`src/rtl/glcs_pkg.sv`:
```
`timescale 1ns / 1ps
// ----------------------------------------------------------------------------
// glcs_pkg
// Shared commands, register indexes and controller/datapath link types for
// the gray level contrast stretch unit.
// ----------------------------------------------------------------------------
package glcs_pkg;

  // Item commands
  localparam logic [1:0] CMD_CLEAR = 2'd0;
  localparam logic [1:0] CMD_ACCUM = 2'd1;
  localparam logic [1:0] CMD_XFORM = 2'd2;

  // Configuration register indexes
  localparam logic [1:0] CFG_GRAY_LOW    = 2'd0;
  localparam logic [1:0] CFG_GRAY_HIGH   = 2'd1;
  localparam logic [1:0] CFG_AUTO_LEVELS = 2'd2;

  // Commands from the controller to the datapath
  typedef struct packed {
    logic take;    // item accepted: update statistics, latch pixel and levels
    logic prep;    // form midpoint, distance, divisor and multiplier
    logic mul;     // form product, load divider
    logic step;    // one restoring divider step
    logic finish;  // apply gain or loss, load output register
  } glcs_ctl_t;

  // Status from the datapath to the controller
  typedef struct packed {
    logic bypass;    // result known without division
    logic out_free;  // output register can take a new item this cycle
  } glcs_sts_t;

endpackage

```
`src/rtl/gray_level_contrast_stretch_unit.sv`:
```
`timescale 1ns / 1ps
// ----------------------------------------------------------------------------
// gray_level_contrast_stretch_unit
// Linear contrast stretch of gray pixels with running min/max statistics.
// ----------------------------------------------------------------------------
// Input channel (in_valid_i/in_ready_o) carries a command and a pixel:
// clear resets the running min/max, accumulate folds the pixel into them,
// transform produces one stretched pixel on the output channel
// (out_valid_o/out_ready_i). Unused command codes are dropped.
// Levels come from gray_low/gray_high, or from the running min/max when
// auto_levels is set; write them through cfg_we_i/cfg_idx_i/cfg_data_i
// only while the unit is idle.
// Clear and accumulate update the statistics when accepted. A transform
// steps through prepare, multiply, the divider steps and the final clamp,
// the restoring divider retiring one quotient bit per cycle;
// inverted or zero-span levels skip the divider. One item is in work
// at a time; a new item is taken once the previous one has left the
// datapath, even if its result still waits at the output.
// Reset restores gray_low = 0, gray_high = all ones, auto mode off,
// min = all ones, max = 0. If the receiver stalls, the result holds in
// the output register and a following transform waits before it.
// ----------------------------------------------------------------------------
module gray_level_contrast_stretch_unit
  import glcs_pkg::*;
#(
  parameter int PIXEL_BITS = 8
) (
  input  logic                  clk_i,
  input  logic                  rst_ni,
  input  logic                  cfg_we_i,
  input  logic [1:0]            cfg_idx_i,
  input  logic [PIXEL_BITS-1:0] cfg_data_i,
  input  logic                  in_valid_i,
  output logic                  in_ready_o,
  input  logic [1:0]            cmd_i,
  input  logic [PIXEL_BITS-1:0] pixel_in_i,
  output logic                  out_valid_o,
  input  logic                  out_ready_i,
  output logic [PIXEL_BITS-1:0] pixel_out_o
);

  glcs_ctl_t ctl;
  glcs_sts_t sts;

  glcs_ctrl #(
    .PIXEL_BITS(PIXEL_BITS)
  ) u_ctrl (
    .clk_i      (clk_i),
    .rst_ni     (rst_ni),
    .in_valid_i (in_valid_i),
    .in_xform_i (cmd_i == CMD_XFORM),
    .in_ready_o (in_ready_o),
    .sts_i      (sts),
    .ctl_o      (ctl)
  );

  glcs_dpath #(
    .PIXEL_BITS(PIXEL_BITS)
  ) u_dpath (
    .clk_i       (clk_i),
    .rst_ni      (rst_ni),
    .cfg_we_i    (cfg_we_i),
    .cfg_idx_i   (cfg_idx_i),
    .cfg_data_i  (cfg_data_i),
    .cmd_i       (cmd_i),
    .pixel_in_i  (pixel_in_i),
    .ctl_i       (ctl),
    .sts_o       (sts),
    .out_valid_o (out_valid_o),
    .out_ready_i (out_ready_i),
    .pixel_out_o (pixel_out_o)
  );

endmodule

```
`src/rtl/glcs_ctrl.sv`:
```
`timescale 1ns / 1ps
// ----------------------------------------------------------------------------
// glcs_ctrl
// Sequencer for the contrast stretch: accepts items, walks a transform
// through prepare, multiply, the divider steps and the final clamp.
// ----------------------------------------------------------------------------
module glcs_ctrl
  import glcs_pkg::*;
#(
  parameter int PIXEL_BITS = 8
) (
  input  logic      clk_i,
  input  logic      rst_ni,
  input  logic      in_valid_i,
  input  logic      in_xform_i,
  output logic      in_ready_o,
  input  glcs_sts_t sts_i,
  output glcs_ctl_t ctl_o
);

  localparam int DIV_STEPS = 2 * PIXEL_BITS;
  localparam int CNT_W     = $clog2(DIV_STEPS);
  localparam logic [CNT_W-1:0] CNT_LAST = CNT_W'(DIV_STEPS - 1);

  localparam logic [2:0] S_IDLE = 3'd0;
  localparam logic [2:0] S_PREP = 3'd1;
  localparam logic [2:0] S_MUL  = 3'd2;
  localparam logic [2:0] S_DIV  = 3'd3;
  localparam logic [2:0] S_DONE = 3'd4;

  logic [2:0]       state_q, state_d;
  logic [CNT_W-1:0] cnt_q, cnt_d;
  logic             accept;

  assign in_ready_o = (state_q == S_IDLE);
  assign accept     = in_valid_i && in_ready_o;

  always_comb begin
    state_d    = state_q;
    cnt_d      = cnt_q;
    ctl_o      = '0;
    ctl_o.take = accept;
    case (state_q)
      S_IDLE: begin
        if (accept && in_xform_i) begin
          state_d = S_PREP;
        end
      end
      S_PREP: begin
        ctl_o.prep = 1'b1;
        state_d    = S_MUL;
      end
      S_MUL: begin
        ctl_o.mul = 1'b1;
        cnt_d     = '0;
        // skip the divider when the result is already known
        state_d   = sts_i.bypass ? S_DONE : S_DIV;
      end
      S_DIV: begin
        ctl_o.step = 1'b1;
        cnt_d      = cnt_q + 1'b1;
        if (cnt_q == CNT_LAST) begin
          state_d = S_DONE;
        end
      end
      S_DONE: begin
        // hold until the output register frees up
        if (sts_i.out_free) begin
          ctl_o.finish = 1'b1;
          state_d      = S_IDLE;
        end
      end
      default: begin
        state_d = S_IDLE;
      end
    endcase
  end

  always_ff @(posedge clk_i or negedge rst_ni) begin
    if (!rst_ni) begin
      state_q <= S_IDLE;
      cnt_q   <= '0;
    end else begin
      state_q <= state_d;
      cnt_q   <= cnt_d;
    end
  end

  a_div_enter: assert property (@(posedge clk_i) disable iff (!rst_ni)
    (state_q == S_MUL && !sts_i.bypass) |=> (state_q == S_DIV && cnt_q == '0))
    else $error("divider not started from step zero");

  a_div_leave: assert property (@(posedge clk_i) disable iff (!rst_ni)
    (state_q == S_DIV && cnt_q == CNT_LAST) |=> (state_q == S_DONE))
    else $error("divider ran past its last step");

  a_finish_free: assert property (@(posedge clk_i) disable iff (!rst_ni)
    ctl_o.finish |-> sts_i.out_free)
    else $error("result loaded over a waiting item");

endmodule

```
`src/rtl/glcs_dpath.sv`:
```
`timescale 1ns / 1ps
// ----------------------------------------------------------------------------
// glcs_dpath
// Datapath: configuration and statistics registers, level selection,
// one multiplier, a one-bit-per-cycle restoring divider and the output stage.
// ----------------------------------------------------------------------------
module glcs_dpath
  import glcs_pkg::*;
#(
  parameter int PIXEL_BITS = 8
) (
  input  logic                  clk_i,
  input  logic                  rst_ni,
  input  logic                  cfg_we_i,
  input  logic [1:0]            cfg_idx_i,
  input  logic [PIXEL_BITS-1:0] cfg_data_i,
  input  logic [1:0]            cmd_i,
  input  logic [PIXEL_BITS-1:0] pixel_in_i,
  input  glcs_ctl_t             ctl_i,
  output glcs_sts_t             sts_o,
  output logic                  out_valid_o,
  input  logic                  out_ready_i,
  output logic [PIXEL_BITS-1:0] pixel_out_o
);

  localparam int P = PIXEL_BITS;
  localparam int W = 2 * PIXEL_BITS;
  localparam logic [P-1:0] PIX_MAX = '1;

  // configuration and statistics
  logic [P-1:0] gray_low_q, gray_high_q;
  logic         auto_q;
  logic [P-1:0] seen_min_q, seen_max_q;

  // per item
  logic [P-1:0] v_q, lo_q, hi_q;
  logic [P-1:0] dist_q, den_q, mult_q;
  logic         above_q, bypass_q;
  logic [P-1:0] byp_val_q;
  logic [W-1:0] quo_q;
  logic [P-1:0] rem_q;
  logic [P-1:0] out_q;
  logic         out_valid_q;

  always_ff @(posedge clk_i or negedge rst_ni) begin
    if (!rst_ni) begin
      gray_low_q  <= '0;
      gray_high_q <= PIX_MAX;
      auto_q      <= 1'b0;
    end else if (cfg_we_i) begin
      case (cfg_idx_i)
        CFG_GRAY_LOW:    gray_low_q  <= cfg_data_i;
        CFG_GRAY_HIGH:   gray_high_q <= cfg_data_i;
        CFG_AUTO_LEVELS: auto_q      <= cfg_data_i[0];
        default: ;
      endcase
    end
  end

  always_ff @(posedge clk_i or negedge rst_ni) begin
    if (!rst_ni) begin
      seen_min_q <= PIX_MAX;
      seen_max_q <= '0;
    end else if (ctl_i.take) begin
      if (cmd_i == CMD_CLEAR) begin
        seen_min_q <= PIX_MAX;
        seen_max_q <= '0;
      end else if (cmd_i == CMD_ACCUM) begin
        if (pixel_in_i > seen_max_q) seen_max_q <= pixel_in_i;
        if (pixel_in_i < seen_min_q) seen_min_q <= pixel_in_i;
      end
    end
  end

  always_ff @(posedge clk_i) begin
    if (ctl_i.take) begin
      v_q  <= pixel_in_i;
      lo_q <= auto_q ? seen_min_q : gray_low_q;
      hi_q <= auto_q ? seen_max_q : gray_high_q;
    end
  end

  // prepare: midpoint, side, distance, divisor, multiplier, early result
  logic [P:0]   mid_sum;
  logic [P-1:0] mid, dist_d, den, mult, byp_val;
  logic         above, bypass;

  always_comb begin
    mid_sum = {1'b0, lo_q} + {1'b0, hi_q};
    mid     = mid_sum[P:1];
    above   = (v_q >= mid);
    dist_d  = above ? (v_q - mid) : (mid - v_q);
    den     = above ? (hi_q - mid) : (mid - lo_q);
    mult    = above ? (PIX_MAX - hi_q) : lo_q;
    bypass  = 1'b0;
    byp_val = v_q;
    if (lo_q > hi_q) begin
      bypass  = 1'b1;
      byp_val = v_q;
    end else if (den == '0) begin
      // zero span: saturate unless the pixel sits on the midpoint
      bypass  = 1'b1;
      byp_val = above ? ((dist_d == '0) ? v_q : PIX_MAX) : '0;
    end
  end

  always_ff @(posedge clk_i) begin
    if (ctl_i.prep) begin
      dist_q    <= dist_d;
      den_q     <= den;
      mult_q    <= mult;
      above_q   <= above;
      bypass_q  <= bypass;
      byp_val_q <= byp_val;
    end
  end

  // restoring divider step
  logic [P:0]   rem_sh;
  logic [P+1:0] diff;
  logic         ge;

  always_comb begin
    rem_sh = {rem_q, quo_q[W-1]};
    diff   = {1'b0, rem_sh} - {2'b00, den_q};
    ge     = !diff[P+1];
  end

  always_ff @(posedge clk_i) begin
    if (ctl_i.mul) begin
      quo_q <= W'(dist_q) * W'(mult_q);
      rem_q <= '0;
    end else if (ctl_i.step) begin
      quo_q <= {quo_q[W-2:0], ge};
      rem_q <= ge ? diff[P-1:0] : rem_sh[P-1:0];
    end
  end

  // apply gain or loss with clamping
  logic [W:0]   sum;
  logic [P-1:0] result;

  always_comb begin
    sum = {1'b0, quo_q} + {{(W + 1 - P){1'b0}}, v_q};
    if (bypass_q) begin
      result = byp_val_q;
    end else if (above_q) begin
      result = (|sum[W:P]) ? PIX_MAX : sum[P-1:0];
    end else begin
      result = (quo_q > {{(W - P){1'b0}}, v_q}) ? '0 : (v_q - quo_q[P-1:0]);
    end
  end

  always_ff @(posedge clk_i) begin
    if (ctl_i.finish) begin
      out_q <= result;
    end
  end

  always_ff @(posedge clk_i or negedge rst_ni) begin
    if (!rst_ni) begin
      out_valid_q <= 1'b0;
    end else if (ctl_i.finish) begin
      out_valid_q <= 1'b1;
    end else if (out_ready_i) begin
      out_valid_q <= 1'b0;
    end
  end

  assign sts_o.bypass   = bypass_q;
  assign sts_o.out_free = !out_valid_q || out_ready_i;
  assign out_valid_o    = out_valid_q;
  assign pixel_out_o    = out_q;

  a_stats_order: assert property (@(posedge clk_i) disable iff (!rst_ni)
    (seen_min_q > seen_max_q) |-> (seen_min_q == PIX_MAX && seen_max_q == '0))
    else $error("running min above max after accumulation");

  a_gain_up: assert property (@(posedge clk_i) disable iff (!rst_ni)
    (ctl_i.finish && !bypass_q && above_q) |=> (out_q >= v_q))
    else $error("upper half pixel got darker");

  a_loss_down: assert property (@(posedge clk_i) disable iff (!rst_ni)
    (ctl_i.finish && !bypass_q && !above_q) |=> (out_q <= v_q))
    else $error("lower half pixel got brighter");

endmodule
```
`config.mk`:
```
export PLATFORM = sky130hd
export DESIGN_NAME = gray_level_contrast_stretch_unit
export DESIGN_NICKNAME = d
export VERILOG_FILES = /design/src/rtl/glcs_pkg.sv /design/src/rtl/gray_level_contrast_stretch_unit.sv /design/src/rtl/glcs_ctrl.sv /design/src/rtl/glcs_dpath.sv
export SDC_FILE = /design/constraint.sdc
export NUM_CORES = 1
export LEC_CHECK = 0
export BUFFER_PORTS_ARGS = -buffer_cell sky130_fd_sc_hd__buf_2
export CELL_PAD_IN_SITES_DETAIL_PLACEMENT = 0
export CELL_PAD_IN_SITES_GLOBAL_PLACEMENT = 2
export CORE_MARGIN = 5
export CORE_UTILIZATION = 38
export DETAILED_ROUTE_END_ITERATION = 10
export PLACE_DENSITY_LB_ADDON = 0.1
export SLEW_MARGIN = 20
export SYNTH_ARGS = -nofsm -noshare
export SYNTH_HDL_FRONTEND = slang
export SYNTH_SLANG_ARGS = --single-unit
```
`constraint.sdc`:
```
create_clock -name clk_i -period 5.19 [get_ports clk_i]
set_input_delay 0.519 -clock clk_i [delete_from_list [all_inputs] [get_ports clk_i]]
set_output_delay 0.519 -clock clk_i [all_outputs]
set_load 0.005 [all_outputs]
```
==> flow_metrics.py, run 1 <==
metrics = {
    "synth": {
        "netlist.top_cell.by_area": "edfxtp_1",
        "synth_compound_area_share_pct": 14.5,
        "syn_area_mm2": 0.0110,
        "syn_nets": 1315,
        "syn-mean-instance-area_um2": 9.76,
        "yosysSeqAreaShare_pct": 33.2,
        "yosys.area_share.simple_pct": 15.7,
        "synth.area.top_cells": "edfxtp_1 22%, ha_1 13%, fa_1 8.0%",
        "syn_inst": 1130,
        "synth_top_area_share_pct": 22.3,
        "synthMuxAreaShare_pct": 6.28,
        "synth-async-reset-ratio_pct": 31.3,
        "ys_warn_count": 0,
        "synth_xor_area_share_pct": 2.94,
        "synth_cell_types": 87,
        "yosys.area_share.adder_pct": 21.4,
        "synth_top_family_by_area": "adder cells",
        "synth_edf_count": 82,
        "synth_ff_type": "edfxtp_1",
        "ys_seq_elements": 131,
    },
    "sta": {
        "finClkSkew_ps": 17.9,
        "setup_violations": 0,
        "finalCritPeriodShare_pct": 93.9,
        "fmax_mhz": 205,
        "fin_tns_setup_ps": 0,
        "hold_violations": 0,
        "rsz0062_at_grt": "false",
        "drv_slew": 0,
        "max_slew_margin_pct": 30.0,
        "min_period_ps": 4870,
        "worstMarginPinSlew_ps": 1050,
    },
    "floorplanning": {
        "die_w_um": 180,
        "dieArea_mm2": 0.0325,
        "num_rows": 62,
        "die_y_um": 180,
        "top_level_ports": 35,
        "coreArea_mm2": 0.0287,
        "start_util_pct": 38.4,
    },
    "layout": {
        "fin_nets": 1403,
        "area_growth_pct": 14.4,
        "mostFrequentLayoutCell": "inv_1",
        "fin_cells": 1615,
        "layout_common_cells": "138 x inv_1, 116 x ha_1, 89 x nand2_1, 82 x edfxtp_1, 70 x o21ai_0",
        "drive_gt1_share_pct": 17.2,
        "fin_area_mm2": 0.0126,
        "antenna_cells": 0,
    },
    "cts": {
        "ctsHoldBuffers": 0,
        "path_clk_slew_ps": 60,
        "cts_tree": "yes",
        "clk_latency_ps": 420,
        "numCtsBuffers": 17,
        "clock_path_buffers": 2,
        "htree_levels": 4,
        "cts_num_sinks": 131,
        "cts-root-buf": "clkbuf_16",
    },
    "placed_design": {
        "place_area_mm2": 0.0120,
        "place_inst": 1574,
        "dp_hpwl_um": 22600,
        "io_buffer_count": 34,
        "gp_congestion": 0.806,
    },
    "grt": {
        "use_met1_pct": 22.9,
        "overflow": 0,
        "grt_max_degree": 42,
        "grt_busiest_layer": "met2",
        "grt.total_usage_pct": 17.7,
        "antenna_found_initial": 0,
        "met2_usage_pct": 30.9,
        "grt_first_pass_wirelength_um": 45600,
        "grt_util_met3_pct": 2.52,
        "grt_pass1_vias": 8358,
    },
    "route": {
        "drtAntennaViolNets": 0,
        "num_vias": 8123,
        "wl_per_cell_um": 17.5,
        "detail_route.iter0.violations": 390,
        "firstDrtPassIters": 5,
        "drc": 0,
        "viasPerCell": 5.03,
        "routed_wirelength_um": 28300,
    },
    "setup_path": {
        "path_max_fanout": 6,
        "r2r_cells": 18,
        "r2r_end": "u_dpath.quo_q[14]$_DFFE_PP_",
        "end_kind": "flop",
        "crit_arrival_ps": 5030,
        "worstPathRequired_ps": 5340,
        "worst_r2r_startpoint": "u_dpath.mult_q[4]$_DFFE_PP_",
        "cp-start-kind": "flop",
        "crit_type": "flop to flop",
        "rrSetupSlack_ps": 320,
    },
    "outcome": {
        "status": "complete, no violations",
    },
    "flow_run": {
        "cap_violations": 0,
    },
    "worst_hold_path": {
        "hold_class": "primary input to asynchronous set/reset pin",
    },
}
[metrics by stage]
step / setup slack, ps / hold WS (ps) / utilization, %
5_1_grt: 5.20 / 117 / 44.0
4_1_cts: 170 / 278 / 43.7
6_report: 316 / 83.3 / 44.0
3_5_place_dp: 185 / 449 / 41.7
3_3_place_gp: 204 / 442 / 41.7
2_1_floorplan: 314 / 223 / -
[timing repair]
item	in CTS	in global routing
endpoints found under the hold margin	0	0
resized for setup	0	5
setup endpoints to repair	0	11
setup buffers	0	9
[per-layer routing]
metal | share of wire (%) | up-vias
met5 | 0 | -
met4 | 1.8 | 0
met3 | 2.1 | 27
met2 | 50 | 97
met1 | 46 | 3881
li1 | - | 4118
[worst max path at each step]
stage,from,to,slack [ps]
after floorplan,u_dpath.hi_q[3]$_DFFE_PP_,u_dpath.byp_val_q[1]$_DFFE_PP_,310
after global placement,u_dpath.dist_q[2]$_DFFE_PP_,u_dpath.quo_q[14]$_DFFE_PP_,200
after detailed placement,u_dpath.dist_q[1]$_DFFE_PP_,u_dpath.quo_q[14]$_DFFE_PP_,180
after CTS,u_dpath.mult_q[4]$_DFFE_PP_,u_dpath.quo_q[14]$_DFFE_PP_,170
after global routing,u_dpath.mult_q[4]$_DFFE_PP_,u_dpath.quo_q[14]$_DFFE_PP_,5
final,u_dpath.mult_q[4]$_DFFE_PP_,u_dpath.quo_q[14]$_DFFE_PP_,320
[state kept, by name, summed over array words and instances, names as in the netlist]
signal / cells
u_dpath.bypass_q: 1
u_dpath.gray_low_q: 8
u_dpath.hi_q: 8
u_dpath.seen_min_q: 8
u_dpath.mult_q: 8
u_dpath.rem_q: 8
u_dpath.byp_val_q: 8
u_dpath.out_valid_o: 1
u_dpath.dist_q: 8
u_ctrl.state_q: 3
u_dpath.auto_q: 1
u_dpath.den_q: 8
u_dpath.lo_q: 8
u_dpath.quo_q: 16
u_dpath.pixel_out_o: 8
u_dpath.above_q: 1
u_dpath.v_q: 8
u_dpath.seen_max_q: 8
u_ctrl.cnt_q: 4
u_dpath.gray_high_q: 8
[critical path: stages (launching register included)]
cell	delay, ps
edfxtp_1	470
and2_1	200
fa_1	470
fa_1	540
inv_1	50
fa_1	460
fa_1	540
inv_1	40
ha_1	290
inv_1	80
o21ai_0	120
a21oi_2	170
o21ai_0	100
a21oi_1	200
o21ai_0	140
or4_1	400
o311ai_1	120
xor2_1	160
o21ai_0	80
[Yosys cell counts (16+ instances only)]
cell and instances:
nand2_1 89, and2_1 58, a21o_1 24, xnor2_1 23, dfstp_2 16, nor2_1 57, clkbuf_1 20, edfxtp_1 82
mux2i_1 22, nor2b_1 17, ha_1 116, fa_1 44, a21oi_1 46, inv_1 138, dfrtp_1 25, mux2_2 41
o21ai_0 70, nor3_1 20
[final cells by class]
type,instances,area (um2)
Timing Repair Buffer,96,638
Tap cell,384,480
Multi-Input combinational cell,832,6740
Clock buffer,22,497
Fill cell,2873,16100
Clock inverter,10,72.6
Inverter,140,528
Sequential cell,131,3670
[logic make-up after synthesis]
family / Yosys count
compound gates: 237
mux: 64
xor+xnor: 37
buf+inv: 167
fa+ha+maj: 163
simple gates: 331
flops: 131
Power of run 1 is not shown: default switching activity piles up to over one toggle a cycle in this logic, so the estimate is an artifact.
==> inputs of run 2 (changes only) <==
Settings changed: CORE_ASPECT_RATIO set to 0.5.
==> run 2 against run 1 <==
Effect of this change: via count rose by 1.2%; register-to-register slack got worse by 30 ps; first-iteration DRC count rose by 3.3%; clock skew fell by 4.9 ps; wire length fell by 1.3%; cell count fell by 0.80%; largest cell class unchanged; non-clock buffer count fell by 20.
==> flow_metrics.py, run 2 (synthesis gave the netlist of run 1 again) <==
metrics = {
    "route": {
        "drc": 0,
        "num_vias": 8222,
        "detail_route.iter0.violations": 403,
        "routed_wirelength_um": 27900,
        "wl_per_cell_um": 17.4,
        "viasPerCell": 5.13,
        "drtAntennaViolNets": 0,
        "firstDrtPassIters": 5,
    },
    "placed_design": {
        "io_buffer_count": 34,
        "dp_hpwl_um": 22500,
        "pre_cts_ws_ps": 113,
        "gp_congestion": 0.859,
    },
    "layout": {
        "area_growth_pct": 13.1,
        "fin_nets": 1383,
        "drive_gt1_share_pct": 16.2,
        "mostFrequentLayoutCell": "inv_1",
        "antenna_cells": 0,
        "top_register": "u_dpath.quo_q",
        "layout_common_cells": "138 x inv_1, 116 x ha_1, 89 x nand2_1, 82 x edfxtp_1, 70 x o21ai_0",
        "largest_reg_flops": 16,
        "fillers": 2798,
    },
    "sta": {
        "finClkSkew_ps": 13.0,
        "hold_violations": 0,
        "worst_slack_ps": 284,
        "finalCritPeriodShare_pct": 94.5,
        "fin_tns_setup_ps": 0,
        "max_slew_margin_pct": 30.2,
        "rsz0062_at_grt": "false",
        "setup_violations": 0,
        "drv_slew": 0,
        "min_period_ps": 4910,
        "fmax_mhz": 204,
        "worstMarginPinSlew_ps": 1040,
    },
    "outcome": {
        "status": "complete, no violations",
    },
    "worst_hold_path": {
        "hold_class": "primary input to asynchronous set/reset pin",
    },
    "cts": {
        "clk_latency_ps": 430,
        "cts_num_sinks": 131,
        "path_clk_slew_ps": 70,
        "htree_levels": 4,
        "cts_tree": "yes",
        "cts-root-buf": "clkbuf_16",
        "numCtsBuffers": 17,
        "ctsHoldBuffers": 0,
        "clock_path_buffers": 2,
    },
    "floorplanning": {
        "start_util_pct": 38.3,
        "dieArea_mm2": 0.0328,
        "die_w_um": 251,
        "coreArea_mm2": 0.0288,
        "num_rows": 44,
        "top_level_ports": 35,
        "die_y_um": 130,
    },
    "setup_path": {
        "crit_arrival_ps": 5090,
        "path_max_fanout": 8,
        "cp-start-kind": "flop",
        "worstPathRequired_ps": 5370,
        "crit_type": "flop to flop",
        "end_kind": "flop",
    },
    "grt": {
        "grt.total_usage_pct": 17.4,
        "overflow": 0,
        "antenna_found_initial": 0,
        "grt_max_degree": 42,
        "grt_first_pass_wirelength_um": 44700,
        "grt_pass1_vias": 8132,
    },
    "flow_run": {
        "cap_violations": 0,
    },
}
[run 2: worst paths after layout]
kind / startpoint / endpoint / slack, ps / cells past startpoint
max: u_dpath.hi_q[0]$_DFFE_PP_ / u_dpath.byp_val_q[0]$_DFFE_PP_ / 280 / 19
min in group clk_i: pixel_in_i[0] / u_dpath.v_q[0]$_DFFE_PP_ / 330 / 1
max reg2reg: u_dpath.hi_q[0]$_DFFE_PP_ / u_dpath.byp_val_q[0]$_DFFE_PP_ / 280 / 19
min reg2reg: u_dpath.rem_q[7]$_SDFFE_PN0P_ / u_dpath.rem_q[7]$_SDFFE_PN0P_ / 480 / 2
min: rst_ni / u_ctrl.cnt_q[1]$_DFFE_PN0P_ / 230 / 1
max in group asynchronous: rst_ni / u_dpath.gray_low_q[6]$_DFFE_PN0P_ / 4360 / 1
[run 2: area by class of cell]
type | count | area [um2] | share of cell area, %
Tap cell | 391 | 489 | 3.92
Timing Repair Buffer | 76 | 485 | 3.89
Clock buffer | 17 | 425 | 3.41
Sequential cell | 131 | 3670 | 29.4
Clock inverter | 15 | 145 | 1.16
Multi-Input combinational cell | 832 | 6740 | 54.0
Inverter | 140 | 528 | 4.23
[run 2: metrics by stage]
| step | cells | instance area, um2 | hold slack, ps | util (%) |
|---|---|---|---|---|
| after global placement | 1563 | 11800 | 441 | 41.1 |
| final | 1602 | 12500 | 232 | 43.4 |
| after detailed placement | 1563 | 11800 | 463 | 41.1 |
| after global routing | 1602 | 12500 | 306 | 43.4 |
| after CTS | 1595 | 12400 | 247 | 43.1 |
| after floorplan | 1130 | 11000 | 223 | - |
[run 2: metal layers]
metal  GRT usage (%)  vias to the layer above  part of all wire, %
met1            25.5                     3993                   52
met4            3.43                        0                 0.82
met3            2.87                       17                  3.2
met5               0                        -                    0
met2            27.4                      123                   44
li1                -                     4089                    -
[run 2: repair_timing]
| action | 4_1_cts | 5_1_grt |
|---|---|---|
| endpoints found under the setup margin | 0 | 11 |
| buffers inserted | 0 | 7 |
| gates resized for setup | 0 | 7 |
[run 2: critical path, cell delays in order, from the launching register on]
cell	delay [ps]
edfxtp_1	400
ha_1	250
fa_1	440
nand2b_1	210
a21oi_2	140
o21ai_0	200
a21oi_1	90
nor2_1	100
nor2_1	50
nor2_1	250
ha_1	310
a41oi_1	210
a31oi_1	110
a31oi_2	200
and2_4	270
mux2_1	360
or2_0	200
or4_4	420
o211a_4	300
o21a_1	170
Power of run 2 is left out for the same reason.
